**config.mk**
```make
export PLATFORM = sky130hd
export DESIGN_NAME = rewm_ctrl
export DESIGN_NICKNAME = d
export VERILOG_FILES = /design/src/rtl/core/rewm_pkg.sv /design/src/rtl/core/rewm_ctrl.sv
export SDC_FILE = /design/constraint.sdc
export NUM_CORES = 1
export LEC_CHECK = 0
export BUFFER_PORTS_ARGS = -buffer_cell sky130_fd_sc_hd__buf_2
export CAP_MARGIN = 25
export CELL_PAD_IN_SITES_DETAIL_PLACEMENT = 1
export CELL_PAD_IN_SITES_GLOBAL_PLACEMENT = 2
export CORE_ASPECT_RATIO = 1.5
export CORE_MARGIN = 10
export CORE_UTILIZATION = 30
export CTS_CLUSTER_SIZE = 14
export DETAILED_ROUTE_END_ITERATION = 16
export GPL_TIMING_DRIVEN = 0
export PLACE_DENSITY = 0.77
export SLEW_MARGIN = 20
export SYNTH_ARGS = -nofsm -noshare
export SYNTH_HDL_FRONTEND = slang
export SYNTH_SLANG_ARGS = --single-unit
```
**constraint.sdc**
```tcl
create_clock -name aclk -period 3.9 [get_ports aclk]
set_input_delay 0.195 -clock aclk [delete_from_list [all_inputs] [get_ports aclk]]
set_output_delay 0.195 -clock aclk [all_outputs]
set_load 0.005 [all_outputs]
```
**src/rtl/core/rewm_pkg.sv**
```systemverilog
// Shared types, constants and helpers of the robust EWMA Mahalanobis block.
package rewm_pkg;

    localparam int MAX_DIM  = 8;
    localparam int IDX_W    = 4;
    localparam int DIM_DEF  = 4;
    localparam int FRAC_DEF = 16;
    localparam int VAL_W    = 32;
    localparam int SC_W     = 48;
    localparam int UPD_SH   = 16;

    localparam logic [SC_W-1:0]   MAG47 = 48'h7FFF_FFFF_FFFF;
    localparam logic signed [16:0] W_NEW = 17'sd655;
    localparam logic signed [16:0] W_OLD = 17'sd64881;

    // input commands
    localparam logic [1:0] CMD_LOAD    = 2'd0;
    localparam logic [1:0] CMD_SAMPLE  = 2'd1;
    localparam logic [1:0] CMD_RESTART = 2'd2;

    // scratch write data select
    localparam logic [1:0] WS_COV  = 2'd0;
    localparam logic [1:0] WS_SMP  = 2'd1;
    localparam logic [1:0] WS_DIFF = 2'd2;
    localparam logic [1:0] WS_QUOT = 2'd3;

    // multiplier first operand select
    localparam logic [1:0] MS_F   = 2'd0;
    localparam logic [1:0] MS_OPA = 2'd1;
    localparam logic [1:0] MS_SMP = 2'd2;

    // divider operand select
    localparam logic DS_ELIM = 1'b0;
    localparam logic DS_BACK = 1'b1;

    typedef struct packed {
        logic             ref_we;
        logic             smp_we;
        logic             clr_run;
        logic             cov_rd;
        logic             work_cp;
        logic             work_upd;
        logic             sc_rd;
        logic             sc_we;
        logic [1:0]       sc_wsel;
        logic             piv_ld;
        logic             set_sing;
        logic             f_ld;
        logic             acc_ld;
        logic             acc_sub;
        logic             opa_ld;
        logic             d2_add;
        logic             out_ld;
        logic             ya_ld;
        logic             outer_ld;
        logic             mix_ld;
        logic             mul_start;
        logic [1:0]       mul_sel;
        logic             div_start;
        logic             div_sel;
        logic [IDX_W-1:0] ra;
        logic [IDX_W-1:0] rb;
    } dp_cmd_t;

    typedef struct packed {
        logic piv_bad;
        logic mul_done;
        logic div_done;
        logic out_busy;
    } dp_sts_t;

    // clamp a difference to +-(2^47-1)
    function automatic logic signed [SC_W-1:0] sat47(input logic signed [SC_W:0] v);
        logic signed [SC_W:0] hi;
        logic signed [SC_W:0] lo;
        hi = $signed({1'b0, MAG47});
        lo = -hi;
        if (v > hi) begin
            return $signed(MAG47);
        end else if (v < lo) begin
            return -$signed(MAG47);
        end
        return v[SC_W-1:0];
    endfunction

endpackage

```
**src/rtl/core/rewm_ctrl.sv**
```systemverilog
// Sequencer: command decode, copy, elimination, back substitution and update loops.
module rewm_ctrl #(
    parameter int DIM = rewm_pkg::DIM_DEF
) (
    input  logic               aclk,
    input  logic               aresetn,
    input  logic               in_valid,
    output logic               in_ready,
    input  logic [1:0]         in_cmd,
    input  logic [2:0]         in_row,
    input  logic [2:0]         in_col,
    input  rewm_pkg::dp_sts_t  sts,
    output rewm_pkg::dp_cmd_t  cmd
);
    import rewm_pkg::*;

    localparam logic [4:0] S_IDLE  = 5'd0;
    localparam logic [4:0] S_C_RD  = 5'd1;
    localparam logic [4:0] S_C_WR  = 5'd2;
    localparam logic [4:0] S_L_RD  = 5'd3;
    localparam logic [4:0] S_L_WR  = 5'd4;
    localparam logic [4:0] S_K_RD  = 5'd5;
    localparam logic [4:0] S_K_CHK = 5'd6;
    localparam logic [4:0] S_I_RD  = 5'd7;
    localparam logic [4:0] S_I_DIV = 5'd8;
    localparam logic [4:0] S_I_DW  = 5'd9;
    localparam logic [4:0] S_J_RDK = 5'd10;
    localparam logic [4:0] S_J_MUL = 5'd11;
    localparam logic [4:0] S_J_MW  = 5'd12;
    localparam logic [4:0] S_J_RDI = 5'd13;
    localparam logic [4:0] S_J_WR  = 5'd14;
    localparam logic [4:0] S_B_RD  = 5'd15;
    localparam logic [4:0] S_B_LD  = 5'd16;
    localparam logic [4:0] S_B_RA  = 5'd17;
    localparam logic [4:0] S_B_LA  = 5'd18;
    localparam logic [4:0] S_B_MUL = 5'd19;
    localparam logic [4:0] S_B_MW  = 5'd20;
    localparam logic [4:0] S_B_RDD = 5'd21;
    localparam logic [4:0] S_B_DIV = 5'd22;
    localparam logic [4:0] S_B_DW  = 5'd23;
    localparam logic [4:0] S_D_RD  = 5'd24;
    localparam logic [4:0] S_D_MUL = 5'd25;
    localparam logic [4:0] S_D_MW  = 5'd26;
    localparam logic [4:0] S_EMIT  = 5'd27;
    localparam logic [4:0] S_U_RD  = 5'd28;
    localparam logic [4:0] S_U_M1  = 5'd29;
    localparam logic [4:0] S_U_M2  = 5'd30;
    localparam logic [4:0] S_U_WR  = 5'd31;

    localparam logic [IDX_W-1:0] DL  = IDX_W'(DIM);
    localparam logic [IDX_W-1:0] DM1 = IDX_W'(DIM - 1);
    localparam logic [IDX_W-1:0] ONE = IDX_W'(1);

    logic [4:0]       state_reg, state_next;
    logic [IDX_W-1:0] i_reg, i_next, j_reg, j_next, k_reg, k_next;
    logic             row_ok, col_ok;

    assign row_ok   = {1'b0, in_row} < DL;
    assign col_ok   = {1'b0, in_col} < DL;
    assign in_ready = state_reg == S_IDLE;

    always_comb begin
        state_next = state_reg;
        i_next     = i_reg;
        j_next     = j_reg;
        k_next     = k_reg;
        cmd        = '0;
        cmd.ra     = i_reg;
        cmd.rb     = j_reg;

        unique case (state_reg)
            S_IDLE: begin
                if (in_valid) begin
                    priority if (in_cmd == CMD_LOAD) begin
                        cmd.ref_we = row_ok && col_ok;
                    end else if (in_cmd == CMD_SAMPLE) begin
                        cmd.smp_we = col_ok;
                        if ({1'b0, in_col} == DM1) begin
                            cmd.clr_run = 1'b1;
                            i_next      = '0;
                            j_next      = '0;
                            state_next  = S_L_RD;
                        end
                    end else if (in_cmd == CMD_RESTART) begin
                        i_next     = '0;
                        j_next     = '0;
                        state_next = S_C_RD;
                    end else begin
                        // unused command: drop
                        state_next = S_IDLE;
                    end
                end
            end
            S_C_RD: begin
                cmd.cov_rd = 1'b1;
                state_next = S_C_WR;
            end
            S_C_WR: begin
                cmd.work_cp = 1'b1;
                state_next  = S_C_RD;
                if (j_reg == DM1) begin
                    j_next = '0;
                    i_next = i_reg + ONE;
                    if (i_reg == DM1) begin
                        state_next = S_IDLE;
                    end
                end else begin
                    j_next = j_reg + ONE;
                end
            end
            S_L_RD: begin
                cmd.cov_rd = j_reg != DL;
                state_next = S_L_WR;
            end
            S_L_WR: begin
                cmd.sc_we   = 1'b1;
                cmd.sc_wsel = (j_reg == DL) ? WS_SMP : WS_COV;
                state_next  = S_L_RD;
                if (j_reg == DL) begin
                    j_next = '0;
                    i_next = i_reg + ONE;
                    if (i_reg == DM1) begin
                        k_next     = '0;
                        state_next = S_K_RD;
                    end
                end else begin
                    j_next = j_reg + ONE;
                end
            end
            S_K_RD: begin
                cmd.sc_rd  = 1'b1;
                cmd.ra     = k_reg;
                cmd.rb     = k_reg;
                state_next = S_K_CHK;
            end
            S_K_CHK: begin
                cmd.piv_ld = 1'b1;
                if (sts.piv_bad) begin
                    cmd.set_sing = 1'b1;
                    state_next   = S_EMIT;
                end else if (k_reg == DM1) begin
                    i_next     = DM1;
                    state_next = S_B_RD;
                end else begin
                    i_next     = k_reg + ONE;
                    state_next = S_I_RD;
                end
            end
            S_I_RD: begin
                cmd.sc_rd  = 1'b1;
                cmd.rb     = k_reg;
                state_next = S_I_DIV;
            end
            S_I_DIV: begin
                cmd.div_start = 1'b1;
                cmd.div_sel   = DS_ELIM;
                state_next    = S_I_DW;
            end
            S_I_DW: begin
                if (sts.div_done) begin
                    cmd.f_ld   = 1'b1;
                    j_next     = k_reg;
                    state_next = S_J_RDK;
                end
            end
            S_J_RDK: begin
                cmd.sc_rd  = 1'b1;
                cmd.ra     = k_reg;
                state_next = S_J_MUL;
            end
            S_J_MUL: begin
                cmd.mul_start = 1'b1;
                cmd.mul_sel   = MS_F;
                state_next    = S_J_MW;
            end
            S_J_MW: begin
                if (sts.mul_done) begin
                    state_next = S_J_RDI;
                end
            end
            S_J_RDI: begin
                cmd.sc_rd  = 1'b1;
                state_next = S_J_WR;
            end
            S_J_WR: begin
                cmd.sc_we   = 1'b1;
                cmd.sc_wsel = WS_DIFF;
                if (j_reg == DL) begin
                    if (i_reg == DM1) begin
                        k_next     = k_reg + ONE;
                        state_next = S_K_RD;
                    end else begin
                        i_next     = i_reg + ONE;
                        state_next = S_I_RD;
                    end
                end else begin
                    j_next     = j_reg + ONE;
                    state_next = S_J_RDK;
                end
            end
            S_B_RD: begin
                cmd.sc_rd  = 1'b1;
                cmd.rb     = DL;
                state_next = S_B_LD;
            end
            S_B_LD: begin
                cmd.acc_ld = 1'b1;
                j_next     = i_reg + ONE;
                state_next = (i_reg == DM1) ? S_B_RDD : S_B_RA;
            end
            S_B_RA: begin
                cmd.sc_rd  = 1'b1;
                state_next = S_B_LA;
            end
            S_B_LA: begin
                cmd.opa_ld = 1'b1;
                cmd.sc_rd  = 1'b1;
                cmd.ra     = j_reg;
                cmd.rb     = DL;
                state_next = S_B_MUL;
            end
            S_B_MUL: begin
                cmd.mul_start = 1'b1;
                cmd.mul_sel   = MS_OPA;
                state_next    = S_B_MW;
            end
            S_B_MW: begin
                if (sts.mul_done) begin
                    cmd.acc_sub = 1'b1;
                    if (j_reg == DM1) begin
                        state_next = S_B_RDD;
                    end else begin
                        j_next     = j_reg + ONE;
                        state_next = S_B_RA;
                    end
                end
            end
            S_B_RDD: begin
                cmd.sc_rd  = 1'b1;
                cmd.rb     = i_reg;
                state_next = S_B_DIV;
            end
            S_B_DIV: begin
                cmd.div_start = 1'b1;
                cmd.div_sel   = DS_BACK;
                state_next    = S_B_DW;
            end
            S_B_DW: begin
                cmd.div_sel = DS_BACK;
                cmd.rb      = DL;
                if (sts.div_done) begin
                    cmd.sc_we   = 1'b1;
                    cmd.sc_wsel = WS_QUOT;
                    if (i_reg == '0) begin
                        state_next = S_D_RD;
                    end else begin
                        i_next     = i_reg - ONE;
                        state_next = S_B_RD;
                    end
                end
            end
            S_D_RD: begin
                cmd.sc_rd  = 1'b1;
                cmd.rb     = DL;
                state_next = S_D_MUL;
            end
            S_D_MUL: begin
                cmd.mul_start = 1'b1;
                cmd.mul_sel   = MS_SMP;
                state_next    = S_D_MW;
            end
            S_D_MW: begin
                if (sts.mul_done) begin
                    cmd.d2_add = 1'b1;
                    if (i_reg == DM1) begin
                        state_next = S_EMIT;
                    end else begin
                        i_next     = i_reg + ONE;
                        state_next = S_D_RD;
                    end
                end
            end
            S_EMIT: begin
                if (!sts.out_busy) begin
                    cmd.out_ld = 1'b1;
                    i_next     = '0;
                    j_next     = '0;
                    state_next = S_U_RD;
                end
            end
            S_U_RD: begin
                cmd.cov_rd = 1'b1;
                cmd.ya_ld  = 1'b1;
                state_next = S_U_M1;
            end
            S_U_M1: begin
                cmd.outer_ld = 1'b1;
                cmd.ra       = j_reg;
                state_next   = S_U_M2;
            end
            S_U_M2: begin
                cmd.mix_ld = 1'b1;
                state_next = S_U_WR;
            end
            default: begin
                cmd.work_upd = 1'b1;
                state_next   = S_U_RD;
                if (j_reg == DM1) begin
                    j_next = '0;
                    i_next = i_reg + ONE;
                    if (i_reg == DM1) begin
                        state_next = S_IDLE;
                    end
                end else begin
                    j_next = j_reg + ONE;
                end
            end
        endcase
    end

    always_ff @(posedge aclk) begin
        if (!aresetn) begin
            state_reg <= S_IDLE;
            i_reg     <= '0;
            j_reg     <= '0;
            k_reg     <= '0;
        end else begin
            state_reg <= state_next;
            i_reg     <= i_next;
            j_reg     <= j_next;
            k_reg     <= k_next;
        end
    end

endmodule

```
==> flow_metrics.tcl, run 1 <==
set metrics [dict create \
    run_status "completed" \
    cts_hold_buf 0 \
    fin_skew_ns 0.00464 \
    cts_max_level 1 \
    fillers 1124 \
    crit_end "cmd[4]" \
    drv_cap 0 \
    via_per_inst 6.04 \
    drt_wl_total_um 12600 \
    die_width_um 95.1 \
    clk-insertion-delay-late_ns 0.26 \
    critPathRequiredTime_ns 3.70 \
    tns_ns 0 \
    yosys_warnings 0 \
    cp-start-kind "flip-flop" \
    cts_setup_buffers 0 \
    clk_pin_slew_ns 0.06 \
    hold_path_class "in -> reg" \
    final_cell_area_mm2 0.00299 \
    mostFrequentLayoutCell "buf_2" \
    grt_pass1_vias 3362 \
    worst_slack_ns 0.943 \
    finalMaxSlewViolations 0 \
    drt_iter0_drc 229 \
    timing.rr.start "j_reg[1]" \
    initial_utilization 0.304 \
    rows 41 \
    cts_sinks 17 \
    clock_path_buffers 2 \
    multi_input_area_mm2 0.00197 \
    slew_headroom 0.326 \
    period_share 0.758 \
    wl_per_cell_um 23.5 \
    worst_slew_pin_slew_ns 1.01 \
    dieHeight_um 133 \
    syn_avg_cell_area_um2 6.72 \
    synthCells 378 \
    first_pass_iters 5 \
    synth_seq_cells 17 \
    async_flop_share 0 \
    synth_fp_nets 402 \
    vias 3237 \
    gp_congestion 0.942 \
    p_leak_nw 1.27 \
    p_per_area_mw_per_mm2 507 \
    cts_made_buffers 3 \
    rsz0062_at_grt "no" \
    worst_r2r_endpoint "state_reg[3]" \
    io_pins 50 \
    arrival_ns 2.76 \
    drive_above_1_share 0.205 \
    area_growth_pct 17.8 \
    r2r_slack_ns 1.11 \
    root_buffer "clkbuf_16" \
    synth_cell_type_count 67 \
    finalCriticalPeriod_ns 2.96 \
    ir_drop_mv 0.195 \
    largest_reg_flops 5 \
    core_mm2 0.00836 \
    ctsResizeCount 0 \
    swShare 0.530 \
    antenna_found_initial 0 \
    switching_power_mw 0.804 \
    cp-startpoint "state_reg[2]" \
    reg2regPathDepth 7 \
    grt_overflow_total 0 \
    synth_area_mm2 0.00254 \
    grt.total_usage 0.194 \
    holdWs_ns 0.301 \
    synth-edff-count 0 \
    die_area_mm2 0.0126 \
    post-route-util 0.358 \
    layout_common_cells "buf_2 (58), nor2_1 (45), nand2_1 (30)" \
    cts_tree "done" \
    grt_max_degree 12 \
    antenna_left 0 \
    hpwl_um 9980 \
    critPathCaptureType "output pin" \
    yosysSeqAreaShare 0.134 \
    hold_viol 0 \
    portBuffers 47 \
    post_dp_cell_area_mm2 0.00291 \
    fmax_mhz 338 \
    intPower_mw 0.713 \
    grt_pass1_wl_um 19300 \
    drc_errors 0 \
    preCtsSetupSlack_ns 1.17 \
    combPwrFrac 0.680 \
    pwr-share-seq 0.171 \
    finalSetupViolCount 0 \
    critical_path_class "reg -> out" \
    num-nets-final 454 \
    regArea_um2 340 \
    antennaDiodeCount 0 \
    pwr-share-clk 0.148 \
    crit_fanout 10 \
    synth_top_flop_cell "dfxtp_1" \
]
==> Yosys cell counts (all sizes together), types with 3 or more instances <==
master	count	area (um2)
a211oi	7	67.6
dfxtp	17	340
nor3b	4	35.0
nand2b	7	51.3
a22oi	7	52.6
and2	6	37.5
and3	3	18.8
a21boi	3	22.5
xor2	4	35.0
o21ai	27	135
or2	4	25.0
a222oi	6	60.1
nand2	30	113
nand3	17	85.1
a21o	6	45.0
nand3b	4	33.8
a21oi	28	140
o31ai	3	22.5
inv	20	75.1
a31oi	5	31.3
o211ai	3	22.5
nor2b	12	75.1
xnor2	3	26.3
buf	19	111
nor2	46	175
or3b	3	26.3
ha	9	113
clkbuf	11	41.3
or3	6	37.5
nor3	14	80.1
o221a	3	33.8
a32oi	6	52.6
o32ai	4	35.0
==> power by group through the flow <==
stage                     logic, mW  clock network (mW)  registers, mW
after floorplan               0.690                   0          0.246
after global placement         1.00                   0          0.263
after detailed placement       1.01                   0          0.263
after CTS                      1.02               0.230          0.259
after global routing           1.11               0.232          0.265
final                          1.03               0.225          0.260
==> stage by stage <==
step | power, mW | cells
6_report | 1.52 | 536
5_1_grt | 1.60 | 536
4_1_cts | 1.51 | 536
3_5_place_dp | 1.27 | 532
3_3_place_gp | 1.27 | 532
2_1_floorplan | 0.937 | 378
==> worst min-delay path by stage <==
stage	depth (start not counted)	from	slack, ns	to
final	2	aresetn	0.30	i_reg[2]
after global routing	2	aresetn	0.29	state_reg[4]
after CTS	2	aresetn	0.29	i_reg[2]
after detailed placement	2	j_reg[3]	0.56	j_reg[3]
after global placement	2	j_reg[3]	0.56	j_reg[3]
after floorplan	1	aresetn	0.31	state_reg[4]
==> cell families (layout without fill, tap and decap cells) <==
family,Yosys count,in the layout,share of synthesized area
multiplexers,2,2,0.00886
XOR/XNOR,7,7,0.0241
AO/OA/AOI/OAI,130,130,0.363
adder cells (fa/ha/maj),9,9,0.0443
AND/OR/NAND/NOR,163,163,0.336
flip-flops,17,17,0.134
buffers and inverters,50,101,0.0896
==> worst max-delay path, stage by stage (launching register included) <==
cell and delay (ns):
dfxtp_1 0.35, buf_4 0.18, buf_2 0.24, clkbuf_1 0.45, nand3_1 0.13, a21oi_1 0.61
nor3_1 0.12, a221o_1 0.28, buf_2 0.13
==> per-layer routing <==
metal	track usage	part of all wire
met1	0.208	0.39
met2	0.349	0.51
met3	0.0181	0.045
met4	0.114	0.052
met5	0	0
==> cell type report <==
class / count / share of cell area
Multi-Input combinational cell: 311 / 0.659
Timing Repair Buffer: 47 / 0.0786
Sequential cell: 17 / 0.114
Buffer: 30 / 0.0510
Clock inverter: 1 / 0.00251
Tap cell: 107 / 0.0447
Clock buffer: 3 / 0.0251
Inverter: 20 / 0.0251
(Power assumes the default switching activity.)
==> run 2: changes to the inputs <==
- ABC_AREA: not set -> 1
- CORE_UTILIZATION: 30 -> 27
- clock period: 3.9 -> 2.9 ns (I/O delays scaled with it)
==> run 2 against run 1 <==
Compared with the run above: register-to-register slack worse by 0.39 ns; core utilization down 3.4 points; sequential share of layout area is 0.59 points higher; critical endpoint is now cmd[0].
==> flow_metrics.tcl, run 2 <==
set metrics [dict create \
    first_pass_iters 4 \
    yosysSeqAreaShare 0.142 \
    fillers 1226 \
    grt_pass1_vias 3266 \
    rows 42 \
    clk-insertion-delay-late_ns 0.26 \
    fin_skew_ns 0.00103 \
    dieHeight_um 135 \
    synth_top_area_share 0.202 \
    finalCriticalPeriod_ns 2.39 \
    r2r_slack_ns 0.72 \
    synth_top_family_by_area "simple AND/OR/NAND/NOR gates" \
    drt_iter0_drc 117 \
    multi_input_area_mm2 0.00176 \
    grt.total_usage 0.163 \
    drv_cap 0 \
    cp_slowest_cell "a21oi_1" \
    yosysTopAreaCell "nand2_1" \
    cp-startpoint "state_reg[1]" \
    antenna_left 0 \
    crit_end "cmd[0]" \
    cp-start-kind "flip-flop" \
    area_growth_pct 18.6 \
    syn_avg_cell_area_um2 5.31 \
    die_width_um 97.0 \
    path_cells "buf_4 > nand2_2 > nor2_1 > nand2_1 > inv_1 > a21oi_1 > inv_1 > nor3_2 > nand2_1 > o221ai_1 > buf_2" \
    ctsResizeCount 0 \
    p_leak_nw 1.70 \
    largest_reg_flops 5 \
    portBuffers 46 \
    yosys_warnings 0 \
    crit_fanout 7 \
    cts_made_buffers 3 \
    initial_utilization 0.273 \
    antenna_found_initial 0 \
    cts_setup_buffers 0 \
    synth_top_flop_cell "dfxtp_1" \
    path_buf_inv 4 \
    grt_pass1_wl_um 17300 \
    hold_viol 0 \
    finalMaxSlewViolations 0 \
    p_per_area_mw_per_mm2 923 \
    worst_slew_pin_slew_ns 0.588 \
    critPathRequiredTime_ns 2.76 \
    synth_mux_area_frac 0 \
    drc_errors 0 \
    slew_headroom 0.607 \
    worst_slack_ns 0.514 \
    synth_area_mm2 0.00240 \
    rsz0062_at_grt "no" \
    die_area_mm2 0.0131 \
    tns_ns 0 \
    worst_r2r_endpoint "i_reg[0]" \
    synth.cells.most_frequent "nand2_1 (129), nor2_1 (85), inv_1 (55)" \
    synth_seq_cells 17 \
    synth-edff-count 0 \
    synthCells 452 \
    via_per_inst 5.07 \
    synth_fp_nets 476 \
    cts_tree "done" \
    gp_congestion 0.914 \
    arrival_ns 2.24 \
    drive_above_1_share 0.171 \
    vias 3102 \
    reg2regPathDepth 13 \
    critPathCaptureType "output pin" \
    cp.depth 11 \
    num-nets-final 527 \
    crit_family "simple AND/OR/NAND/NOR gates" \
    grt_overflow_total 0 \
    hold_path_class "in -> reg" \
    critical_path_class "reg -> out" \
    synth-compound-area-share 0.131 \
    synth_cell_type_count 37 \
    drt_wl_total_um 10900 \
    synthTopCellsByArea "nand2_1 (20%), dfxtp_1 (14%), nor2_1 (13%)" \
    wl_per_cell_um 17.7 \
    synth-adder-area-share 0.0469 \
    synth_xor_area_frac 0.0256 \
    worst_path_largest_cell_delay_ns 0.30 \
    min_from "aresetn" \
    root_buffer "clkbuf_16" \
    yosysMostFrequentCell "nand2_1" \
    cts_hold_buf 0 \
    whs_path_depth 3 \
    clk_pin_slew_ns 0.05 \
    fmax_mhz 419 \
    finalSetupViolCount 0 \
    preCtsSetupSlack_ns 0.768 \
    async_flop_share 0 \
    ir_drop_mv 0.352 \
    regArea_um2 340 \
    synthSimpleGateAreaFrac 0.531 \
    cts_sinks 17 \
    run_status "completed" \
    io_pins 50 \
    layout_common_cells "nand2_1 (129), nor2_1 (85), inv_1 (55)" \
    mostFrequentLayoutCell "nand2_1" \
    core_mm2 0.00878 \
    cts_max_level 1 \
    antennaDiodeCount 0 \
    clock_path_buffers 2 \
    grt_max_degree 11 \
    timing.rr.start "state_reg[1]" \
    hpwl_um 9310 \
    period_share 0.823 \
]
run 2: per-layer routing:
| metal | share of wire | vias to the layer above | global-route usage |
|---|---|---|---|
| met1 | 0.40 | 1462 | 0.172 |
| li1 | - | 1545 | - |
| met4 | 0.046 | 0 | 0.0880 |
| met3 | 0.034 | 27 | 0.0184 |
| met5 | 0 | - | 0 |
| met2 | 0.52 | 68 | 0.306 |
run 2: per-stage QoR:
step | std cells | total power [mW] | instance area [um2] | util | hold slack (ns)
floorplan | 452 | 1.74 | 2400 | - | 0.321
global placement | 608 | 2.31 | 2770 | 0.315 | 0.504
detailed placement | 608 | 2.34 | 2770 | 0.315 | 0.505
CTS | 612 | 2.64 | 2850 | 0.324 | 0.361
global route | 612 | 2.92 | 2850 | 0.324 | 0.386
finish | 612 | 2.63 | 2850 | 0.324 | 0.348
run 2: logic make-up after synthesis:
family / after synthesis
adder cells (fa/ha/maj): 9
flip-flops: 17
XOR/XNOR: 7
buffers and inverters: 75
AND/OR/NAND/NOR: 289
AO/OA/AOI/OAI: 55
run 2: power by group:
group,leakage [nW],internal [mW],switching (mW)
logic,1.52,0.626,1.31
clock network,0.0382,0.188,0.107
registers,0.139,0.309,0.0833
run 2: worst min-delay path, delay by kind of cell:
family                 cells  cell delay (ns)
buffers and inverters      1             0.25
and+or+nand+nor            2             0.17
run 2: how the worst min path moves through the flow:
| stage | end | slack (ns) |
|---|---|---|
| after floorplan | cmd[16] | 0.32 |
| after detailed placement | k_reg[0] | 0.50 |
| after global placement | k_reg[0] | 0.50 |
| after global routing | i_reg[0] | 0.39 |
| after CTS | j_reg[0] | 0.36 |
| final | j_reg[1] | 0.35 |
run 2: cell type report:
class | instances | area share
Multi-Input combinational cell | 360 | 0.619
Sequential cell | 17 | 0.120
Inverter | 66 | 0.0871
Timing Repair Buffer | 46 | 0.0809
Tap cell | 110 | 0.0484
Clock buffer | 4 | 0.0277
Buffer | 9 | 0.0176
==> run 3: changes to the inputs <==
- clock period: 2.9 -> 2.2 ns (I/O delays scaled with it)
==> run 3 against run 2 <==
Compared with the run above: final cell count stayed put; setup slack got worse by 0.43 ns; first-iteration DRC count is 6.8% higher; clock power grew 31%; critical path depth down 1; combinational power up 36%; register-to-register slack lost 0.57 ns; largest power group unchanged.
==> flow_metrics.tcl, run 3 (synthesis results as in run 2) <==
set metrics [dict create \
    wl_per_cell_um 17.9 \
    grt_max_degree 11 \
    gp_congestion 0.914 \
    clk_pin_slew_ns 0.05 \
    intPower_mw 1.51 \
    mostFrequentLayoutCell "nand2_1" \
    critical_path_class "reg -> out" \
    rows 42 \
    cts_hold_buf 0 \
    cp-startpoint "state_reg[1]" \
    worst_r2r_endpoint "i_reg[0]" \
    finalMaxSlewViolations 0 \
    p_per_area_mw_per_mm2 1210 \
    crit_fanout 7 \
    grt_overflow_total 0 \
    power_mw 3.55 \
    core_mm2 0.00878 \
    antenna_left 0 \
    finalSetupViolCount 0 \
    ir_drop_mv 0.467 \
    routed.top_layer "met4" \
    num-nets-final 527 \
    cts_made_buffers 3 \
    grt.total_usage 0.163 \
    root_buffer "clkbuf_16" \
    slew_headroom 0.609 \
    p_leak_nw 1.72 \
    grt_pass1_vias 3269 \
    layout_common_cells "nand2_1 (127), nor2_1 (79), inv_1 (55)" \
    fillers 1220 \
    cts_setup_buffers 0 \
    switching_power_mw 2.04 \
    reg2regPathDepth 13 \
    hold_path_class "in -> reg" \
    fin_skew_ns 0.00134 \
    cts_tree "done" \
    grt_pass1_wl_um 17300 \
    drv_cap 0 \
    hpwl_um 9310 \
    arrival_ns 2.00 \
    die_width_um 97.0 \
    hold_viol 0 \
    critPathRequiredTime_ns 2.09 \
    cts_max_level 1 \
    clock_path_buffers 2 \
    initial_utilization 0.273 \
    preCtsSetupSlack_ns 0.0676 \
    via_per_inst 5.09 \
    worst_slew_pin_slew_ns 0.585 \
    drc_errors 0 \
    finalCriticalPeriod_ns 2.11 \
    regArea_um2 343 \
    timing.rr.start "state_reg[1]" \
    critPathCaptureType "output pin" \
    antenna_found_initial 0 \
    run_status "completed" \
    rsz0062_at_grt "yes" \
    area_growth_pct 22.1 \
    dr_wl_met2_um 5770 \
    combPwrFrac 0.744 \
    dieHeight_um 135 \
    pwr-share-clk 0.109 \
    worst_slack_ns 0.0876 \
    first_pass_iters 4 \
    drive_above_1_share 0.201 \
    io_pins 50 \
    clk-insertion-delay-late_ns 0.26 \
    vias 3117 \
    drt_wl_total_um 11000 \
    swShare 0.574 \
    pwr-share-seq 0.147 \
    fmax_mhz 473 \
    crit_end "cmd[0]" \
    largest_reg_flops 5 \
    multi_input_area_mm2 0.00184 \
    r2r_slack_ns 0.15 \
    antennaDiodeCount 0 \
    cts_sinks 17 \
    die_area_mm2 0.0131 \
    drt_iter0_drc 125 \
    wl_met1_um 4380 \
    cp-start-kind "flip-flop" \
    period_share 0.960 \
    portBuffers 46 \
    wl_met3_um 329 \
]
-- run 3: cell types whose count changed in the layout (fill, tap and decap cells not counted), sizes merged --
cell and delta:
buf -1, clkbuf +1
-- run 3: cell type report --
class | instances | share of cell area
multi-input combinational | 360 | 0.628
sequential | 17 | 0.117
inverter | 66 | 0.0846
timing repair buffer | 46 | 0.0786
tap | 110 | 0.0470
clock buffer | 4 | 0.0269
buffer | 9 | 0.0179
-- run 3: worst min path at each step --
stage	from	end	slack (ns)	cells after the start
finish	aresetn	j_reg[0]	0.31	3
global route	aresetn	j_reg[0]	0.35	3
CTS	aresetn	j_reg[0]	0.33	3
detailed placement	in_row[2]	cmd[33]	0.46	3
global placement	in_row[2]	cmd[33]	0.45	3
floorplan	sts[0]	cmd[16]	0.25	1
-- run 3: worst max-delay path, cell delays in order, from the launching register on --
cell and delay [ns]:
dfxtp_1 0.30, buf_4 0.17, inv_2 0.06, nand2_1 0.19, nor2_1 0.13, a21oi_4 0.21, inv_1 0.12, nor3_4 0.23
nand2_1 0.08, o221ai_1 0.09, buf_2 0.16
-- run 3: metrics by stage --
step	hold WS, ns	area [um2]	instances	TNS [ns]	utilization
after CTS	0.326	2860	612	0	0.325
after floorplan	0.251	2400	452	0	-
after global placement	0.452	2770	608	0	0.315
final	0.313	2930	612	0	0.334
after detailed placement	0.458	2770	608	0	0.315
after global routing	0.345	2930	612	-0.125	0.334
-- run 3: what timing repair did --
action | CTS | global route
setup endpoints to repair | 2 | 22
pin swaps | 0 | 0
gates resized for setup | 3 | 19
-- run 3: per-layer routing --
layer  vias to the layer above  track usage
met5                         -            0
met4                         0       0.0888
met3                        27       0.0184
met2                        69        0.307
met1                      1476        0.172
li1                       1545            -
-- run 3: power groups by stage --
stage | sequential, mW | combinational, mW | clock, mW
final | 0.522 | 2.64 | 0.386
after global routing | 0.533 | 2.99 | 0.402
after CTS | 0.518 | 2.58 | 0.392
after detailed placement | 0.524 | 2.56 | 0
after global placement | 0.524 | 2.52 | 0
after floorplan | 0.479 | 1.81 | 0
